**config.mk**
```make
export PLATFORM = sky130hd
export DESIGN_NAME = random_sample_multiset
export DESIGN_NICKNAME = d
export VERILOG_FILES = /design/src/sv/rsm_pkg.sv /design/src/sv/rsm_ram.sv /design/src/sv/random_sample_multiset.sv
export VERILOG_INCLUDE_DIRS = /design/src /design/src/sv
export SDC_FILE = /design/constraint.sdc
export NUM_CORES = 2
export LEC_CHECK = 0
export ABC_AREA = 1
export BUFFER_PORTS_ARGS = -buffer_cell sky130_fd_sc_hd__buf_2
export CAP_MARGIN = 20
export CORE_ASPECT_RATIO = 0.7
export CORE_MARGIN = 4
export CORE_UTILIZATION = 35
export DETAILED_ROUTE_END_ITERATION = 6
export GPL_ROUTABILITY_DRIVEN = 0
export GPL_TIMING_DRIVEN = 0
export PLACE_DENSITY = 0.6
export SYNTH_ARGS = -nofsm -noshare
export SYNTH_HDL_FRONTEND = slang
export SYNTH_SLANG_ARGS = --single-unit
export TNS_END_PERCENT = 100
```
**constraint.sdc**
```tcl
create_clock -name i_clk -period 4.7 [get_ports i_clk]
set_clock_uncertainty 0.05 [all_clocks]
set_input_delay 1.175 -clock i_clk [delete_from_list [all_inputs] [get_ports i_clk]]
set_output_delay 1.175 -clock i_clk [all_outputs]
set_load 0.01 [all_outputs]
```
**src/sv/assert_macros.svh**
```systemverilog
// Assertion macros used by the RTL file that checks its own logic.
`ifndef ASSERT_MACROS_SVH
`define ASSERT_MACROS_SVH

// Plain property on the block clock, disabled while reset is asserted.
`define RSM_ASSERT(label, prop, msg) \
    label: assert property (@(posedge i_clk) disable iff (!i_rst_n) (prop)) else $error(msg);

// Same-cycle implication on the block clock, disabled while reset is asserted.
`define RSM_ASSERT_IMP(label, ante, cons, msg) \
    label: assert property (@(posedge i_clk) disable iff (!i_rst_n) (ante) |-> (cons)) \
        else $error(msg);

`endif

```
**src/sv/rsm_pkg.sv**
```systemverilog
// Shared constants for the random sample multiset block.
package rsm_pkg;

    localparam int CAPACITY_DEF = 64;

    localparam int VAL_W  = 32;
    localparam int CMD_W  = 2;
    localparam int RW_W   = 31;
    localparam int STAT_W = 2;

    localparam logic [CMD_W-1:0] CMD_INSERT = 2'd0;
    localparam logic [CMD_W-1:0] CMD_REMOVE = 2'd1;
    localparam logic [CMD_W-1:0] CMD_SAMPLE = 2'd2;

    localparam logic [STAT_W-1:0] ST_OK    = 2'd0;
    localparam logic [STAT_W-1:0] ST_FULL  = 2'd1;
    localparam logic [STAT_W-1:0] ST_EMPTY = 2'd2;

endpackage

```
**src/sv/rsm_ram.sv**
```systemverilog
// Generic single-clock RAM with one write port and one registered read port.
module rsm_ram #(
    parameter int WIDTH = rsm_pkg::VAL_W,
    parameter int DEPTH = rsm_pkg::CAPACITY_DEF
) (
    input  logic                     i_clk,
    input  logic                     i_we,
    input  logic [$clog2(DEPTH)-1:0] i_waddr,
    input  logic [WIDTH-1:0]         i_wdata,
    input  logic [$clog2(DEPTH)-1:0] i_raddr,
    output logic [WIDTH-1:0]         o_rdata
);

    logic [WIDTH-1:0] r_mem [DEPTH];
    logic [WIDTH-1:0] r_rdata;

    always_ff @(posedge i_clk) begin
        if (i_we) begin
            r_mem[i_waddr] <= i_wdata;
        end
        r_rdata <= r_mem[i_raddr];
    end

    assign o_rdata = r_rdata;

endmodule

```
**src/sv/random_sample_multiset.sv**
```systemverilog
// Top level of the random sample multiset: a dense slot table with insert, remove and sample.
//
// The block keeps a multiset of signed 32-bit values in a slot RAM of CAPACITY entries plus an
// element count held in a register. One input transaction carries a command (insert, remove,
// sample) and produces exactly one result transaction. Insert appends the value at the slot
// indexed by the count and reports whether the value was absent before; it scans the occupied
// slots once, or not at all when the table is empty or full.
// Remove first checks the last occupied slot and then scans from slot zero for the lowest match;
// the last slot's value moves into the freed slot. Sample reduces the random word modulo the
// count with a restoring remainder unit that retires one bit per cycle, then reads the chosen
// slot. The single read port of the slot RAM sets the scan speed at one slot per cycle, and the
// 31 remainder steps set the sample time. The block works on one transaction at a time and
// stalls its input while busy; a finished result sits in an output register, so a new
// transaction is taken while the previous result still waits downstream. All slot writes happen
// at the end of a transaction and every read belongs to a later one, so no read ever overlaps a
// pending write to the same slot. Slots are never cleared: only data from occupied slots is
// ever used.
module random_sample_multiset #(
    parameter int CAPACITY = rsm_pkg::CAPACITY_DEF
) (
    input  logic                              i_clk,
    input  logic                              i_rst_n,
    input  logic                              i_in_valid,
    output logic                              o_in_stall,
    input  logic [rsm_pkg::CMD_W-1:0]         i_cmd,
    input  logic signed [rsm_pkg::VAL_W-1:0]  i_value,
    input  logic [rsm_pkg::RW_W-1:0]          i_random_word,
    output logic                              o_out_valid,
    input  logic                              i_out_stall,
    output logic                              o_answer_flag,
    output logic signed [rsm_pkg::VAL_W-1:0]  o_sample_value,
    output logic [rsm_pkg::STAT_W-1:0]        o_status
);

`include "assert_macros.svh"

    localparam int AW = $clog2(CAPACITY);
    localparam int CW = $clog2(CAPACITY + 1);
    localparam int SW = $clog2(rsm_pkg::RW_W);

    // One-hot sequencer states.
    typedef enum logic [6:0] {
        S_IDLE    = 7'b0000001,
        S_LASTCHK = 7'b0000010,
        S_SCAN    = 7'b0000100,
        S_DIV     = 7'b0001000,
        S_SREAD   = 7'b0010000,
        S_SDATA   = 7'b0100000,
        S_FIN     = 7'b1000000
    } t_state;

    t_state                        r_state, n_state;
    logic [CW-1:0]                 r_count, n_count;
    logic                          r_out_valid, n_out_valid;

    logic [rsm_pkg::CMD_W-1:0]     r_cmd, n_cmd;
    logic [rsm_pkg::VAL_W-1:0]     r_value, n_value;
    logic [rsm_pkg::RW_W-1:0]      r_dvd, n_dvd;
    logic [CW-1:0]                 r_rem, n_rem;
    logic [SW-1:0]                 r_bits, n_bits;
    logic [CW-1:0]                 r_iss, n_iss;
    logic                          r_cmp_vld, n_cmp_vld;
    logic [AW-1:0]                 r_cmp_idx, n_cmp_idx;
    logic [AW-1:0]                 r_pos, n_pos;
    logic [rsm_pkg::VAL_W-1:0]     r_last_val, n_last_val;
    logic                          r_flag, n_flag;
    logic [rsm_pkg::VAL_W-1:0]     r_sample, n_sample;
    logic [rsm_pkg::STAT_W-1:0]    r_status, n_status;
    logic                          r_out_flag, n_out_flag;
    logic [rsm_pkg::VAL_W-1:0]     r_out_sample, n_out_sample;
    logic [rsm_pkg::STAT_W-1:0]    r_out_status, n_out_status;

    logic [AW-1:0]                 last_idx;
    logic [AW-1:0]                 rd_addr;
    logic [rsm_pkg::VAL_W-1:0]     rd_data;
    logic                          mem_we;
    logic [AW-1:0]                 mem_waddr;
    logic [rsm_pkg::VAL_W-1:0]     mem_wdata;
    logic [CW:0]                   trial;
    logic                          trial_ge;
    logic                          hit;
    logic                          out_free;
    logic                          is_insert;
    logic                          commit_insert;
    logic                          commit_remove;

    // Slot table.
    rsm_ram #(
        .WIDTH (rsm_pkg::VAL_W),
        .DEPTH (CAPACITY)
    ) u_slots (
        .i_clk   (i_clk),
        .i_we    (mem_we),
        .i_waddr (mem_waddr),
        .i_wdata (mem_wdata),
        .i_raddr (rd_addr),
        .o_rdata (rd_data)
    );

    // The last occupied slot; it wraps harmlessly when the table is empty.
    assign last_idx = AW'(r_count - CW'(1));

    // While idle the RAM keeps reading the last slot, so a remove can check it right away.
    always_comb begin
        unique case (r_state)
            S_SCAN:  rd_addr = r_iss[AW-1:0];
            S_SREAD: rd_addr = r_rem[AW-1:0];
            default: rd_addr = last_idx;
        endcase
    end

    // One restoring remainder step: bring in the next dividend bit and subtract if it fits.
    assign trial    = {r_rem, r_dvd[rsm_pkg::RW_W-1]};
    assign trial_ge = (trial >= {1'b0, r_count});

    assign hit      = r_cmp_vld && (rd_data == r_value);
    assign out_free = !r_out_valid || !i_out_stall;

    // Writes are committed together with the result, in the final state.
    assign is_insert     = (r_cmd == rsm_pkg::CMD_INSERT);
    assign commit_insert = is_insert && (r_status == rsm_pkg::ST_OK);
    assign commit_remove = (r_cmd == rsm_pkg::CMD_REMOVE) && r_flag;
    assign mem_we        = (r_state == S_FIN) && out_free
                           && (commit_insert || (commit_remove && (r_pos != last_idx)));
    assign mem_waddr     = is_insert ? r_count[AW-1:0] : r_pos;
    assign mem_wdata     = is_insert ? r_value : r_last_val;

    always_comb begin
        n_state      = r_state;
        n_count      = r_count;
        n_out_valid  = r_out_valid;
        n_cmd        = r_cmd;
        n_value      = r_value;
        n_dvd        = r_dvd;
        n_rem        = r_rem;
        n_bits       = r_bits;
        n_iss        = r_iss;
        n_cmp_vld    = r_cmp_vld;
        n_cmp_idx    = r_cmp_idx;
        n_pos        = r_pos;
        n_last_val   = r_last_val;
        n_flag       = r_flag;
        n_sample     = r_sample;
        n_status     = r_status;
        n_out_flag   = r_out_flag;
        n_out_sample = r_out_sample;
        n_out_status = r_out_status;

        if (r_out_valid && !i_out_stall) begin
            n_out_valid = 1'b0;
        end

        unique case (r_state)
            S_IDLE: begin
                if (i_in_valid) begin
                    n_cmd     = i_cmd;
                    n_value   = $unsigned(i_value);
                    n_dvd     = i_random_word;
                    n_rem     = '0;
                    n_bits    = SW'(rsm_pkg::RW_W - 1);
                    n_iss     = '0;
                    n_cmp_vld = 1'b0;
                    n_flag    = 1'b0;
                    n_sample  = '0;
                    n_status  = rsm_pkg::ST_OK;
                    unique case (i_cmd)
                        rsm_pkg::CMD_INSERT: begin
                            if (r_count == CW'(CAPACITY)) begin
                                n_status = rsm_pkg::ST_FULL;
                                n_state  = S_FIN;
                            end else if (r_count == '0) begin
                                n_flag  = 1'b1;
                                n_state = S_FIN;
                            end else begin
                                n_state = S_SCAN;
                            end
                        end
                        rsm_pkg::CMD_REMOVE: begin
                            n_state = (r_count == '0) ? S_FIN : S_LASTCHK;
                        end
                        rsm_pkg::CMD_SAMPLE: begin
                            if (r_count == '0) begin
                                n_status = rsm_pkg::ST_EMPTY;
                                n_state  = S_FIN;
                            end else begin
                                n_state = S_DIV;
                            end
                        end
                        default: begin
                            n_state = S_FIN;
                        end
                    endcase
                end
            end
            S_LASTCHK: begin
                n_last_val = rd_data;
                if (rd_data == r_value) begin
                    n_flag  = 1'b1;
                    n_pos   = last_idx;
                    n_state = S_FIN;
                end else begin
                    n_state = S_SCAN;
                end
            end
            S_SCAN: begin
                if (hit) begin
                    n_pos   = r_cmp_idx;
                    n_flag  = (r_cmd == rsm_pkg::CMD_REMOVE);
                    n_state = S_FIN;
                end else if ((r_iss == r_count) && !r_cmp_vld) begin
                    n_flag  = is_insert;
                    n_state = S_FIN;
                end else begin
                    n_cmp_vld = (r_iss < r_count);
                    n_cmp_idx = r_iss[AW-1:0];
                    if (r_iss < r_count) begin
                        n_iss = r_iss + CW'(1);
                    end
                end
            end
            S_DIV: begin
                n_rem  = trial_ge ? CW'(trial - {1'b0, r_count}) : CW'(trial);
                n_dvd  = r_dvd << 1;
                n_bits = r_bits - SW'(1);
                if (r_bits == '0) begin
                    n_state = S_SREAD;
                end
            end
            S_SREAD: begin
                n_state = S_SDATA;
            end
            S_SDATA: begin
                n_sample = rd_data;
                n_state  = S_FIN;
            end
            S_FIN: begin
                if (out_free) begin
                    n_out_valid  = 1'b1;
                    n_out_flag   = r_flag;
                    n_out_sample = r_sample;
                    n_out_status = r_status;
                    n_state      = S_IDLE;
                    if (commit_insert) begin
                        n_count = r_count + CW'(1);
                    end else if (commit_remove) begin
                        n_count = r_count - CW'(1);
                    end
                end
            end
            default: begin
                n_state = S_IDLE;
            end
        endcase
    end

    // Control state.
    always_ff @(posedge i_clk) begin
        if (!i_rst_n) begin
            r_state     <= S_IDLE;
            r_count     <= '0;
            r_out_valid <= 1'b0;
        end else begin
            r_state     <= n_state;
            r_count     <= n_count;
            r_out_valid <= n_out_valid;
        end
    end

    // Working and result payload.
    always_ff @(posedge i_clk) begin
        r_cmd        <= n_cmd;
        r_value      <= n_value;
        r_dvd        <= n_dvd;
        r_rem        <= n_rem;
        r_bits       <= n_bits;
        r_iss        <= n_iss;
        r_cmp_vld    <= n_cmp_vld;
        r_cmp_idx    <= n_cmp_idx;
        r_pos        <= n_pos;
        r_last_val   <= n_last_val;
        r_flag       <= n_flag;
        r_sample     <= n_sample;
        r_status     <= n_status;
        r_out_flag   <= n_out_flag;
        r_out_sample <= n_out_sample;
        r_out_status <= n_out_status;
    end

    assign o_in_stall     = (r_state != S_IDLE);
    assign o_out_valid    = r_out_valid;
    assign o_answer_flag  = r_out_flag;
    assign o_sample_value = $signed(r_out_sample);
    assign o_status       = r_out_status;

    // The count never exceeds the table size.
    `RSM_ASSERT(a_count_bound, r_count <= CW'(CAPACITY), "element count above capacity")

    // The count moves by at most one, and only when a transaction finishes.
    `RSM_ASSERT_IMP(a_count_step, $past(i_rst_n) && (r_count != $past(r_count)),
        ($past(r_state) == S_FIN) && ((r_count == $past(r_count) + CW'(1))
        || (r_count == $past(r_count) - CW'(1))), "element count jumped")

    // A result appears only out of the final state.
    `RSM_ASSERT_IMP(a_out_from_fin, $past(i_rst_n) && $rose(r_out_valid),
        $past(r_state) == S_FIN, "result raised outside the final state")

    // The scan only compares occupied slots.
    `RSM_ASSERT_IMP(a_scan_in_range, (r_state == S_SCAN) && r_cmp_vld,
        r_cmp_idx < r_count, "scan compared a slot beyond the count")

endmodule
```
==> flow_summary.ini <==
[run_status]
violations = DRC, setup timing
status = finished, violations left

[clocking]
cts_inserted_buffers = 215
clockBufferDepth = 4
clock-sinks = 2294
cts_tree = built
root_buffer = clkbuf_16
clk_latency_ns = 0.91
cts.clk_slew.worst_paths_ns = 0.07
htree_levels = 4
ctsHoldBuffers = 0

[timing]
fin_crit_sh = 1.012
setup_slack_ns = -0.05642
rsz0062_at_grt = no
hold_viol = 0
worstMarginPinSlew_ns = 1.187
fmax_mhz = 210.2
slew_headroom = 0.2088
period_minus_slack_ns = 4.756
slew_violations = 0
fin_setup_tns_ns = -0.4972
holdWs_ns = 0.3683
setup_viol = 17

[synthesis]
yosys_warnings = 0
synthTopCellsByArea = edfxtp_1 68%, nand3_1 11%, nand2_1 7.3%
syn_area_um2 = 99950
synth_area_leader_cell = edfxtp_1
ys_types = 38
synth_seq_area_share = 0.6845
syn_area_per_cell_um2 = 10.71
syn_nets = 9422
ys_ff_latch = 2294
syn_inst = 9333
yosys.area.top_type_share = 0.6751

[global_routing]
grt_max_degree = 65
track_usage = 0.2231
antenna_found_initial = 42
grt_first_pass_wirelength_mm = 472.6
grt_pass1_vias = 65757
overflow = 0

[detailed_routing]
first_pass_iters = 7
vias = 72044
drcViolationCount = 8
wl_per_cell_um = 24.66
ant_nets = 0
wirelength_mm = 339.6
drt_iter0_drc = 11961
vias_per_cell = 5.232

[die]
fp-row-count = 163
io_pins = 106
core-area_um2 = 283100
die-area_um2 = 294300
die_height_um = 455.1
initial_utilization = 0.3531
die_w_um = 646.7

[setup_path]
r2r_start = r_state[1]$_SDFFE_PN0P_
critPathKind = flop to flop
max_stage_delay_ns = 0.61
critPathMaxFanout = 15
crit_required_ns = 5.36
startpoint = r_state[1]$_SDFFE_PN0P_
end_kind = flop
critPathSlowestCell = buf_2
critPathLaunchType = flop
arrival_ns = 5.41
crit_chain = inv_2, nand2_1, nor2_2, nand2_2, nand2_4, nand3_2, nand2_2, buf_2, buf_2, nand2_1, nand3_1, nand3_1, nand3_1, nand3_1, nand3_1, nand2_1
critPathMostFrequentCell = nand3_1

[power]
p_leak_nw = 46.59
peakVddDrop_mv = 0.3194
power.density_nw_per_um2 = 441.1

[layout]
final_cell_mix = 2247 x edfxtp_1, 2174 x nand3_1, 1915 x nand2_1, 1695 x inv_1, 402 x buf_2
nNetsFinal = 9875
drive_above_1_share = 0.1021
fillCellCount = 26574
utilization = 0.4084
layout_commonest_cell = edfxtp_1
area_growth_pct = 15.67

[flow_run]
max_cap_viol_count = 0

[placed_design]
place_ws_ns = -0.2721
hpwl_mm = 242.3
io_buffers = 104

[worst_hold_path]
hp-start = r_sample[10]$_SDFFCE_PN0P_
hold_class = flop to flop
path summary, 6_finish.rpt:
path,to,slack (ns),cells past startpoint
worst min register to register,o_sample_value[10]$_DFFE_PP_,0.37,0
worst max-delay path,u_slots.o_rdata[15]$_DFF_P_,-0.06,16
worst max register to register,u_slots.o_rdata[15]$_DFF_P_,-0.06,16
worst min-delay path,o_sample_value[10]$_DFFE_PP_,0.37,0
state kept, by name, summed over array words and instances (netlist names), 7 cells and up:
name / count
r_rem: 7
o_sample_value: 32
r_iss: 7
r_state: 7
r_dvd: 31
r_count: 7
r_value: 32
u_slots.r_mem: 2048
r_last_val: 32
u_slots.o_rdata: 32
r_sample: 32
area by class of cell:
| class | count | area (um2) | area share |
|---|---|---|---|
| clock inverter | 111 | 864.6 | 0.007479 |
| timing repair buffer | 236 | 3435 | 0.02971 |
| buffer | 523 | 2452 | 0.02121 |
| antenna | 22 | 55.05 | 0.0004762 |
| sequential | 2294 | 68420 | 0.5918 |
| clock buffer | 273 | 5764 | 0.04986 |
| tap | 3795 | 4748 | 0.04107 |
| inverter | 1709 | 6415 | 0.05549 |
| multi-input combinational | 4807 | 23460 | 0.2029 |
through the flow:
stage,instance area (um2),total power [mW],instances
finish,115600,51.00,13770
global route,115600,52.29,13749
CTS,115300,50.65,13734
detailed placement,108500,33.84,13336
floorplan,99950,29.00,9333
global placement,105200,33.45,13232
cell usage after synthesis, drive strengths merged:
library cell  count
nor4              3
edfxtp         2247
nor3b             1
clkbuf          147
a21oi            33
xnor2            24
a211oi            3
inv            1709
buf             377
o32ai             1
dfxtp            47
xor2             13
a31oi             1
nand2          1958
a21o              1
nand3b          321
nor3             10
or2              16
ha               19
nand4             6
o21ai            44
o31ai             3
o211ai            3
nor2            163
nand3          2179
fa                1
o22ai             3
what timing repair did:
item                       CTS  global route
resized for setup            8            14
pin swaps                    7             6
gates cloned                 0             1
setup endpoints to repair  340           352
buffers inserted            14            13
cell families (layout without fill, tap and decap cells):
kind of cell | after synthesis | after routing | synth area share
compound gates | 92 | 92 | 0.004983
xor+xnor | 37 | 37 | 0.003242
fa+ha+maj | 20 | 20 | 0.002579
buf+inv | 2233 | 2852 | 0.08856
flops | 2294 | 2294 | 0.6845
other cells | 0 | 22 | 0
simple gates | 4657 | 4658 | 0.2161
layer usage:
| layer | global-route usage | part of all wire | routed length [um] | vias up |
|---|---|---|---|---|
| li1 | - | - | - | 31976 |
| met1 | 0.3319 | 0.42 | 143100 | 34826 |
| met2 | 0.2855 | 0.37 | 126800 | 4695 |
| met3 | 0.1026 | 0.17 | 59010 | 523 |
| met4 | 0.05955 | 0.029 | 9947 | 24 |
| met5 | 0.01375 | 0.0021 | 712 | - |
report_power, final:
part,switching [mW],internal [mW]
logic,7.26,1.93
registers,0.425,24.3
clock network,7.76,9.34
total,15.5,35.5
critical path, delay by kind of cell, from the launching register on:
family | cells | cell delay, ns
buffers and inverters | 3 | 1.05
and+or+nand+nor | 13 | 3.11
DFF | 1 | 0.33
Power figures use the tool's default switching activity.
